`src/rtl/intel_hex_window_loader_macros.svh`:
```
// Assertion macros shared by the loader RTL files.
`ifndef INTEL_HEX_WINDOW_LOADER_MACROS_SVH
`define INTEL_HEX_WINDOW_LOADER_MACROS_SVH

// Check a property on every clock edge outside of reset.
`define IHWL_ASSERT(lbl, clk, rst, prop, msg) \
  lbl: assert property (@(posedge clk) disable iff (rst) (prop)) else $error(msg);

// Check a property on every clock edge, reset included.
`define IHWL_ASSERT_ALWAYS(lbl, clk, prop, msg) \
  lbl: assert property (@(posedge clk) (prop)) else $error(msg);

`endif

```
`src/rtl/ihwl_pkg.sv`:
```
// Types, constants and helper functions of the hex window loader.
package ihwl_pkg;

  // Line buffer limit and the position counter sized from it
  localparam int LINE_CHARS = 500;
  localparam int POS_W      = $clog2(LINE_CHARS);
  localparam int CMP_W      = (POS_W > 8) ? POS_W : 8;

  localparam logic [POS_W-1:0] POS_LIMIT      = POS_W'(LINE_CHARS - 1);
  localparam logic [POS_W-1:0] POS_START      = POS_W'(0);
  localparam logic [POS_W-1:0] POS_LEN_END    = POS_W'(2);
  localparam logic [POS_W-1:0] POS_OFS_END    = POS_W'(6);
  localparam logic [POS_W-1:0] POS_KIND       = POS_W'(8);
  localparam logic [POS_W-1:0] POS_BODY_START = POS_W'(9);
  localparam logic [POS_W-1:0] POS_SEG_END    = POS_W'(12);
  localparam logic [POS_W-1:0] POS_DATA_BASE  = POS_W'(10);

  // Character codes
  localparam logic [7:0] CHAR_COLON     = 8'h3A;
  localparam logic [7:0] CHAR_NEWLINE   = 8'h0A;
  localparam logic [7:0] CHAR_BACKSLASH = 8'h5C;
  localparam logic [7:0] CHAR_ZERO      = 8'h30;
  localparam logic [7:0] CHAR_NINE      = 8'h39;
  localparam logic [7:0] CHAR_ONE       = 8'h31;
  localparam logic [7:0] CHAR_FOUR      = 8'h34;
  localparam logic [7:0] CHAR_LOWER_A   = 8'h61;
  localparam logic [7:0] CHAR_LOWER_F   = 8'h66;
  localparam logic [7:0] CHAR_UPPER_A   = 8'h41;
  localparam logic [7:0] CHAR_UPPER_F   = 8'h46;

  // Configuration register indexes
  localparam int         CFG_IDX_W       = 8;
  localparam logic [CFG_IDX_W-1:0] REG_WINDOW_LOW  = CFG_IDX_W'(0);
  localparam logic [CFG_IDX_W-1:0] REG_WINDOW_HIGH = CFG_IDX_W'(1);

  // One result transaction
  typedef struct packed {
    logic [31:0] offset;
    logic [7:0]  data;
    logic        eof;
  } result_t;

  // Decode one hex digit; anything else reads as zero
  function automatic logic [3:0] hex_value(input logic [7:0] c);
    logic [7:0] v;
    v = 8'h00;
    if (c >= CHAR_ZERO && c <= CHAR_NINE) begin
      v = c - CHAR_ZERO;
    end else if (c >= CHAR_LOWER_A && c <= CHAR_LOWER_F) begin
      v = c - CHAR_LOWER_A + 8'd10;
    end else if (c >= CHAR_UPPER_A && c <= CHAR_UPPER_F) begin
      v = c - CHAR_UPPER_A + 8'd10;
    end
    return v[3:0];
  endfunction

endpackage

```
`src/rtl/ihwl_out_buf.sv`:
```
// Two-entry result buffer between the parser and the output channel.
`include "intel_hex_window_loader_macros.svh"

module ihwl_out_buf
  import ihwl_pkg::*;
(
  input  logic    clk,
  input  logic    rst,
  input  logic    push,
  input  result_t push_data,
  output logic    full,
  output logic    out_valid,
  input  logic    out_stall,
  output result_t out_data
);

  result_t     mem [2];
  logic        wr_ptr;
  logic        rd_ptr;
  logic [1:0]  count;
  logic        pop;

  assign pop       = out_valid && !out_stall;
  assign out_valid = (count != 2'd0);
  assign full      = (count == 2'd2);
  assign out_data  = mem[rd_ptr];

  // Store results as they arrive
  always_ff @(posedge clk) begin
    if (push) begin
      mem[wr_ptr] <= push_data;
    end
  end

  // Advance pointers and track occupancy
  always_ff @(posedge clk) begin
    if (rst) begin
      wr_ptr <= 1'b0;
      rd_ptr <= 1'b0;
      count  <= 2'd0;
    end else begin
      if (push) begin
        wr_ptr <= !wr_ptr;
      end
      if (pop) begin
        rd_ptr <= !rd_ptr;
      end
      count <= count + {1'b0, push} - {1'b0, pop};
    end
  end

  `IHWL_ASSERT(a_no_overfill, clk, rst, !(full && push), "push into a full result buffer")
  `IHWL_ASSERT(a_count_range, clk, rst, count != 2'd3, "result buffer count out of range")
  `IHWL_ASSERT(a_ptr_gap, clk, rst, (count == 2'd1) == (wr_ptr != rd_ptr), "pointers disagree with count")

endmodule

```
`src/rtl/intel_hex_window_loader.sv`:
```
// Top level of the hex window loader: character parser and result buffer.
//
// Takes one character per cycle and turns hex records into byte writes
// relative to window_low, plus one end-of-file transaction. Every character
// is parsed in the cycle it is accepted; a resulting transaction enters a
// two-entry output buffer, which registers it before it reaches the output. The
// input stalls only while that buffer holds two results that the output side
// has not taken, so with the output free the sustained rate is one character
// per clock. Configuration writes are always taken (cfg_ready is tied high)
// and must only occur while the block is idle. No clearing pass is needed
// after reset.
`include "intel_hex_window_loader_macros.svh"

module intel_hex_window_loader
  import ihwl_pkg::*;
(
  input  logic                 clk,
  input  logic                 rst,
  input  logic                 in_valid,
  output logic                 in_stall,
  input  logic [7:0]           char_in,
  output logic                 out_valid,
  input  logic                 out_stall,
  output logic [31:0]          write_offset,
  output logic [7:0]           write_data,
  output logic                 end_of_file,
  input  logic                 cfg_valid,
  output logic                 cfg_ready,
  input  logic [CFG_IDX_W-1:0] cfg_index,
  input  logic [31:0]          cfg_data
);

  logic [31:0]      window_low;
  logic [31:0]      window_high;

  logic [POS_W-1:0] line_position, line_position_next;
  logic             line_ignored, line_ignored_next;
  logic             escape_pending, escape_pending_next;
  logic [7:0]       record_kind_char, record_kind_char_next;
  logic [7:0]       record_length, record_length_next;
  logic [15:0]      record_offset, record_offset_next;
  logic [15:0]      segment_base, segment_base_next;
  logic [15:0]      pending_segment, pending_segment_next;
  logic [3:0]       high_nibble, high_nibble_next;
  logic             loading_finished, loading_finished_next;
  logic [32:0]      data_addr, data_addr_next;

  logic             accept;
  logic             push;
  result_t          push_data;
  result_t          out_data;
  logic             buf_full;
  logic [3:0]       digit;
  logic [POS_W-1:0] byte_index;
  logic             in_window;

  assign cfg_ready = 1'b1;
  assign in_stall  = buf_full;
  assign accept    = in_valid && !in_stall;

  assign digit      = hex_value(char_in);
  assign byte_index = (line_position - POS_DATA_BASE) >> 1;
  assign in_window  = (data_addr >= {1'b0, window_low}) && (data_addr <= {1'b0, window_high});

  // Configuration writes
  always_ff @(posedge clk) begin
    if (rst) begin
      window_low  <= 32'h0000_0000;
      window_high <= 32'hFFFF_FFFF;
    end else if (cfg_valid && cfg_ready) begin
      unique case (cfg_index)
        REG_WINDOW_LOW:  window_low  <= cfg_data;
        REG_WINDOW_HIGH: window_high <= cfg_data;
        default: ;
      endcase
    end
  end

  // Parse one character
  always_comb begin
    line_position_next    = line_position;
    line_ignored_next     = line_ignored;
    escape_pending_next   = escape_pending;
    record_kind_char_next = record_kind_char;
    record_length_next    = record_length;
    record_offset_next    = record_offset;
    segment_base_next     = segment_base;
    pending_segment_next  = pending_segment;
    high_nibble_next      = high_nibble;
    loading_finished_next = loading_finished;
    data_addr_next        = data_addr;
    push                  = 1'b0;
    push_data             = '0;

    if (accept && !loading_finished) begin
      priority if (escape_pending) begin
        escape_pending_next = 1'b0;
      end else if (char_in == CHAR_BACKSLASH) begin
        escape_pending_next = 1'b1;
      end else if (char_in == CHAR_NEWLINE) begin
        // Close the line and act on its record kind
        if (line_position != POS_START && !line_ignored) begin
          if (record_kind_char == CHAR_FOUR) begin
            segment_base_next = pending_segment;
          end else if (record_kind_char == CHAR_ONE) begin
            loading_finished_next = 1'b1;
            push                  = 1'b1;
            push_data.eof         = 1'b1;
          end
        end
        line_position_next    = POS_START;
        line_ignored_next     = 1'b0;
        record_kind_char_next = 8'h00;
        record_length_next    = 8'h00;
        record_offset_next    = 16'h0000;
        pending_segment_next  = 16'h0000;
        high_nibble_next      = 4'h0;
      end else if (line_position < POS_LIMIT) begin
        line_position_next = line_position + POS_W'(1);
        if (line_position == POS_START) begin
          if (char_in != CHAR_COLON) begin
            line_ignored_next = 1'b1;
          end
        end else if (!line_ignored) begin
          priority if (line_position <= POS_LEN_END) begin
            record_length_next = {record_length[3:0], digit};
          end else if (line_position <= POS_OFS_END) begin
            record_offset_next = {record_offset[11:0], digit};
            if (line_position == POS_OFS_END) begin
              data_addr_next = {1'b0, segment_base, record_offset[11:0], digit};
            end
          end else if (line_position == POS_KIND) begin
            record_kind_char_next = char_in;
          end else if (line_position >= POS_BODY_START) begin
            if (record_kind_char == CHAR_FOUR) begin
              if (line_position <= POS_SEG_END) begin
                pending_segment_next = {pending_segment[11:0], digit};
              end
            end else if (record_kind_char == CHAR_ZERO) begin
              if (line_position[0]) begin
                high_nibble_next = digit;
              end else begin
                // Emit the byte if it is part of the record and in the window
                data_addr_next = data_addr + 33'd1;
                if (CMP_W'(byte_index) < CMP_W'(record_length) && in_window) begin
                  push             = 1'b1;
                  push_data.offset = data_addr[31:0] - window_low;
                  push_data.data   = {high_nibble, digit};
                end
              end
            end
          end else begin
            // Skip the first kind digit
          end
        end
      end else begin
        // Drop characters past the line buffer
      end
    end
  end

  // Hold parser state
  always_ff @(posedge clk) begin
    if (rst) begin
      line_position    <= POS_START;
      line_ignored     <= 1'b0;
      escape_pending   <= 1'b0;
      record_kind_char <= 8'h00;
      record_length    <= 8'h00;
      record_offset    <= 16'h0000;
      segment_base     <= 16'h0000;
      pending_segment  <= 16'h0000;
      high_nibble      <= 4'h0;
      loading_finished <= 1'b0;
    end else begin
      line_position    <= line_position_next;
      line_ignored     <= line_ignored_next;
      escape_pending   <= escape_pending_next;
      record_kind_char <= record_kind_char_next;
      record_length    <= record_length_next;
      record_offset    <= record_offset_next;
      segment_base     <= segment_base_next;
      pending_segment  <= pending_segment_next;
      high_nibble      <= high_nibble_next;
      loading_finished <= loading_finished_next;
    end
  end

  // Running byte address of the current data record
  always_ff @(posedge clk) begin
    data_addr <= data_addr_next;
  end

  ihwl_out_buf u_out_buf (
    .clk       (clk),
    .rst       (rst),
    .push      (push),
    .push_data (push_data),
    .full      (buf_full),
    .out_valid (out_valid),
    .out_stall (out_stall),
    .out_data  (out_data)
  );

  assign write_offset = out_data.offset;
  assign write_data   = out_data.data;
  assign end_of_file  = out_data.eof;

  `IHWL_ASSERT(a_quiet_after_eof, clk, rst, loading_finished |-> !push, "result after end of file")
  `IHWL_ASSERT(a_eof_latches, clk, rst, (push && push_data.eof) |=> loading_finished, "end of file not latched")
  `IHWL_ASSERT(a_pos_limit, clk, rst, line_position <= POS_LIMIT, "line position past buffer limit")
  `IHWL_ASSERT_ALWAYS(a_no_push_unaccepted, clk, push |-> accept, "result without an accepted character")

endmodule

```
`config.mk`:
```
export PLATFORM = sky130hd
export DESIGN_NAME = intel_hex_window_loader
export DESIGN_NICKNAME = d
export VERILOG_FILES = /design/src/rtl/ihwl_pkg.sv /design/src/rtl/ihwl_out_buf.sv /design/src/rtl/intel_hex_window_loader.sv
export VERILOG_INCLUDE_DIRS = /design/src /design/src/rtl
export SDC_FILE = /design/constraint.sdc
export NUM_CORES = 1
export LEC_CHECK = 0
export BUFFER_PORTS_ARGS = -buffer_cell sky130_fd_sc_hd__buf_2
export CORE_MARGIN = 2
export CORE_UTILIZATION = 23
export CTS_CLUSTER_DIAMETER = 120
export DETAILED_ROUTE_END_ITERATION = 10
export HOLD_SLACK_MARGIN = 0.08
export MAX_ROUTING_LAYER = met4
export SLEW_MARGIN = 20
export SYNTH_ARGS = -nofsm -noshare
export SYNTH_HDL_FRONTEND = slang
export SYNTH_HIERARCHICAL = 1
export SYNTH_SLANG_ARGS = --single-unit
```
`constraint.sdc`:
```
create_clock -name clk -period 17.5 [get_ports clk]
set_input_delay 3.5 -clock clk [delete_from_list [all_inputs] [get_ports clk]]
set_output_delay 3.5 -clock clk [all_outputs]
set_load 0.02 [all_outputs]
```
Word-level counts from Yosys, hierarchy flattened
Memory sizes are Yosys's and may differ from the RTL's. A register that Yosys moved wholly into a read port is not among the register bits.
Index checks and enable logic that the tools add are counted.
Word-level totals
  register bits after elaboration: 177
  bits in latches: 0
  memory bits (writable): 82
  memory bits (read-only): 0
  input port bits: 53
  output and inout port bits: 44
  word-level logic and storage cells: 208
  memories: 1
Memory list
  u_out_buf.mem: depth 2, width 41, read ports 1, clocked after Yosys merged registers in 1, write ports 1, RTL line ihwl_out_buf.sv:17  | result_t mem [2];
Operators by class
  add/sub/neg operators: 11
  $mul: 0
  divide/modulo/power cells: 0
  magnitude comparators: 14
  eq/ne operators: 20
  shifts and indexed selects: 0
  multiplexer cells: 95
  bitwise gates (word level): 7
  reduce and logical (&&, ||, !) cells: 44
Operators by type and width (count)
  40-bit two-way mux: 12
  33-bit two-way mux: 7
  16-bit two-way mux: 10
  41-bit two-way mux: 3
  8-bit two-way mux: 12
  12-bit two-way mux: 6
  4-bit two-way mux: 14
  33-bit by 1-bit adder with 33-bit output, second input constant: 1
  33-bit by 32-bit >= comparator with 1-bit output: 1
  33-bit by 32-bit <= comparator with 1-bit output: 1
  32-bit subtractor: 1
  1-bit two-way mux: 29
  2-bit nonzero test: 14
  8-bit by 6-bit equality test with 1-bit output, second input constant: 3
  9-bit two-way mux: 2
  8-bit by 7-bit >= comparator with 1-bit output, second input constant: 2
  8-bit by 7-bit <= comparator with 1-bit output, second input constant: 2
  14-bit AND reduction: 1
  7-bit AND reduction: 2
  13-bit AND reduction: 1
  2-bit inequality test, second input constant: 6
  12-bit AND reduction: 1
  6-bit AND reduction: 2
  4-bit by 1-bit subtractor with 4-bit output, second input constant: 3
  other kinds (31): 55

Logic depth before layout (Yosys ltp)
  depth after elaboration: 20
  depth in mapped cells: 16
  depth with buffers taken out: 15

Cells and area by module
Netlist, hierarchy kept.
By module, submodules not included
  intel_hex_window_loader: instances 1, cells each 1344, area each 10649.0 µm², seq. area each 3793.6 µm²
  ihwl_out_buf: instances 1, cells each 151, area each 3308.2 µm², seq. area each 2562.5 µm²

Worst setup path after synthesis
OpenSTA, ideal clock, no wires.
  kind: input to register
  from: input port in_valid
  to: memory u_out_buf/mem[0][0] (netlist name) (enable)
  setup time: 0.444 ns
  arrival time: 7.696 ns
  data required time: 17.056 ns
  slack: 9.360 ns
  stages on the path: 11
  path buffers: 2
  path through: or3b_2 -> or2_2 -> a311o_1 -> clkbuf_1 -> nor2_1 -> and4b_1 -> nand4_1 -> a221oi_2 -> clkbuf_2 -> nand2b_1 -> nor2b_1
On the way
  word-level cells in the longest chain between the ends: 5
RTL lines
  from (decl): RTL line intel_hex_window_loader.sv:19  | input logic in_valid,
  1-bit logical AND: RTL line intel_hex_window_loader.sv:59  | assign accept = in_valid && !in_stall;
  1-bit logical AND: RTL line intel_hex_window_loader.sv:95  | if (accept && !loading_finished) begin
  1-bit two-way mux: RTL line intel_hex_window_loader.sv:95
  named net push: RTL line intel_hex_window_loader.sv:49  | logic push;
  1-bit two-way mux: RTL line ihwl_out_buf.sv:30  | if (push) begin
  1-bit two-way mux (implied by the code): RTL line ihwl_out_buf.sv:31  | mem[wr_ptr] <= push_data;
  to (decl): RTL line ihwl_out_buf.sv:17
The timed path passes the listed nets, and every way through them passes these cells.

Worst setup path after layout
  from: input port in_valid
  to: memory u_out_buf/mem[1][27] (netlist name) (enable)
The elaborated chain is that of the path after synthesis.

==> flow_metrics.py <==
metrics = {
    "outcome": {
        "outcome": "finished, final reports clean",
    },
    "pwr": {
        "vdd_drop_max_mv": 0.0675,
        "p_leak_nw": 6.53,
        "power_density_nw_per_um2": 85.1,
    },
    "clock_network": {
        "clkSinkCount": 260,
        "cts-root-buf": "clkbuf_16",
        "cts_resized": 0,
        "cts_tree": "yes",
        "post_cts_buffers": 0,
        "ctsHoldBuffers": 0,
        "clk_pin_slew_worst_paths_ps": 60,
        "cts_made_buffers": 29,
        "cts_buffer_depth": 3,
        "clk_latency_ps": 560,
        "htreeDepth": 1,
    },
    "min_path": {
        "whs_endpoint": "loading_finished$_SDFFE_PP0P_",
        "min_path_type": "reg -> reg",
        "min_delay_path_depth": 2,
        "hold_start": "loading_finished$_SDFFE_PP0P_",
    },
    "placed_design": {
        "placedCellCount": 2317,
        "gp_congestion": 0.921,
        "dp_hpwl_mm": 26.6,
        "io_buffer_count": 95,
    },
    "floorplanning": {
        "die_y_um": 250,
        "start_util_pct": 23.2,
        "rows": 90,
        "die-area_um2": 62700,
        "die_width_um": 250,
        "ioPinCount": 97,
        "core_area_um2": 60100,
    },
    "worst_setup_path": {
        "r2r-end": "u_out_buf/mem[1][27]$_DFFE_PP_",
        "critPathArrivalTime_ps": 7150,
        "crit_required_ps": 17680,
        "slowest_stage": "and2_2",
        "critPathMaxStageDelay_ps": 880,
        "critical_path.max_fanout": 41,
        "crit_type": "in -> reg",
        "r2r_slack_ps": 12160,
        "start_kind": "input pin",
        "reg2reg_depth": 11,
        "reg2reg_from": "data_addr[24]$_DFFE_PP_",
        "critPathCaptureType": "flop",
        "path_cells": "buf_2 -> or3b_2 -> or2_2 -> a311o_1 -> nor2_1 -> and4b_1 -> nand4_1 -> a221oi_4 -> buf_4 -> nand2b_1 -> and2_2",
    },
    "cells_and_area": {
        "layout_commonest_cell": "nand2_1",
        "nFillCells": 6409,
        "num-nets-final": 1709,
        "areaGrowthSynthToFinish_pct": 16.4,
        "finalNonFillerCells": 2372,
        "drive_gt1_share_pct": 13.8,
        "layout_common_cells": "nand2_1, nor2_1, dfxtp_1, a21oi_1, edfxtp_1",
    },
    "sta": {
        "slew_viol_final": 0,
        "rsz0062_at_grt": "false",
        "period_share_pct": 39.9,
        "achievable-frequency_mhz": 143,
        "finalSetupViolCount": 0,
        "worst_pin_slew_ps": 1090,
        "fin_crit_ps": 6980,
        "setup-tns-final_ps": 0,
        "relSlewSlack_pct": 27.3,
        "fin_worst_skew_ps": 19.1,
        "finalHoldViolCount": 0,
    },
    "logic_synthesis": {
        "yosys.area.top_type": "edfxtp_1",
        "synth_seq_area_share_pct": 45.5,
        "ys_types": 73,
        "syn_inst": 1495,
        "synth_top_area_share_pct": 24.7,
        "syn_nets": 1637,
        "avgSynthCellArea_um2": 9.34,
        "ys_seq_elements": 260,
        "yosysWarnings": 6,
        "syn_area_um2": 14000,
        "synth-main-ff-cell": "dfxtp_1",
        "synth_edf_count": 115,
        "synth.area.top_cells": "edfxtp_1, dfxtp_1, ha_1",
        "synthArstFlopShare_pct": 0,
    },
    "global_route": {
        "grt_max_degree": 86,
        "grt_overflow": 0,
        "grt_pass1_wl_mm": 57.7,
        "grt_use_total_pct": 11.7,
        "grt_pass1_vias": 10700,
        "antenna_found_initial": 2,
    },
    "drt": {
        "drt_pre_antenna_iters": 5,
        "avgRoutedWirePerCell_um": 15.2,
        "route.detailed.drc": 0,
        "dr_total_vias": 10700,
        "drt_iter0_markers": 820,
        "wl_mm": 36.1,
        "routed_via_density": 4.53,
        "drtAntennaViolNets": 0,
    },
    "run": {
        "maxCapViolations": 0,
    },
}
## cells in the mapped netlist, drive strengths merged (3+ instances only)
master   number
and4          3
inv          98
or4           5
a21oi       144
nand3        47
buf           7
nand3b       35
edfxtp      115
nor4          7
mux2i        26
or3           7
nand4        19
nor3b         3
nor2b        12
a31oi         5
nor2        145
or2           6
nor3         16
mux2         46
and3         13
a21o         22
and2         35
a22oi         8
a2111oi       3
xnor2        38
o211ai        5
o21a         13
clkbuf       57
dfxtp       145
o21ai        35
ha           88
nor4b         3
a211oi       10
xor2         29
nand2b        7
nand2       206
## critical path, delay by kind of cell
kind	cells	cell delay, ps
AND/OR/NAND/NOR	7	2470
AO/OA/AOI/OAI	2	670
buffers and inverters	2	440
## where the power goes
part	switching [mW]	internal, mW
clock	0.256	0.367
combinational	0.0699	0.0508
sequential	0.00491	0.633
## routing by layer
metal  up-vias  global-route usage (%)  share of wire [%]
met5         -                       -                  0
met4         0                    3.15                2.5
met3        58                    1.84                4.8
met2       250                    18.8                 46
met1      5086                    15.2                 47
li1       5354                       -                  -
## layout make-up
type	count	area, um2	area share, %
Timing Repair Buffer	105	561	3.45
Tap cell	782	978	6.03
Clock inverter	19	193	1.19
Antenna cell	1	2.50	0.0154
Multi-Input combinational cell	1073	6990	43.1
Sequential cell	260	6360	39.1
Inverter	98	368	2.27
Clock buffer	34	786	4.84
## stage by stage
step	hold slack [ps]	setup slack, ps	area [um2]	power [mW]	utilization [%]
finish	447	10520	16200	1.38	27.0
global route	475	10250	16200	1.43	27.0
global placement	437	10010	15200	0.773	25.3
floorplan	421	9360	14000	0.736	-
CTS	449	10480	16200	1.40	27.0
detailed placement	437	9880	15200	0.774	25.3
## registers in the layout, indices dropped and copies added, names as in the netlist, 2 cells and up, named ones only
register	count
segment_base	16
high_nibble	4
window_low	32
record_kind_char	8
pending_segment	16
u_out_buf/mem	82
data_addr	33
window_high	32
u_out_buf/count	2
record_length	8
line_position	9
record_offset	12
## worst max-delay path by stage
stage	cells after the start	startpoint	slack, ps	end
2_1_floorplan	11	in_valid	9360	u_out_buf/mem[0][0]$_DFFE_PP_
3_3_place_gp	11	in_valid	10010	u_out_buf/mem[1][35]$_DFFE_PP_
3_5_place_dp	11	in_valid	9880	u_out_buf/mem[1][34]$_DFFE_PP_
4_1_cts	11	in_valid	10480	u_out_buf/mem[1][31]$_DFFE_PP_
5_1_grt	11	in_valid	10250	u_out_buf/mem[1][27]$_DFFE_PP_
6_report	11	in_valid	10520	u_out_buf/mem[1][27]$_DFFE_PP_
## cells by family (layout without fill, tap and decap cells)
group / count (synthesis) / after routing / share of synthesized area, %
adders and majority gates: 89 / 89 / 8.03
DFF: 260 / 260 / 45.5
buffers and inverters: 162 / 256 / 4.69
muxes: 72 / 72 / 6.17
AOI/OAI and AO/OA: 269 / 269 / 11.5
other: 1 / 2 / 0.0269
xor gates and xnor gates: 68 / 68 / 4.37
and+or+nand+nor: 574 / 574 / 19.7
Power figures use the tool's default switching activity.
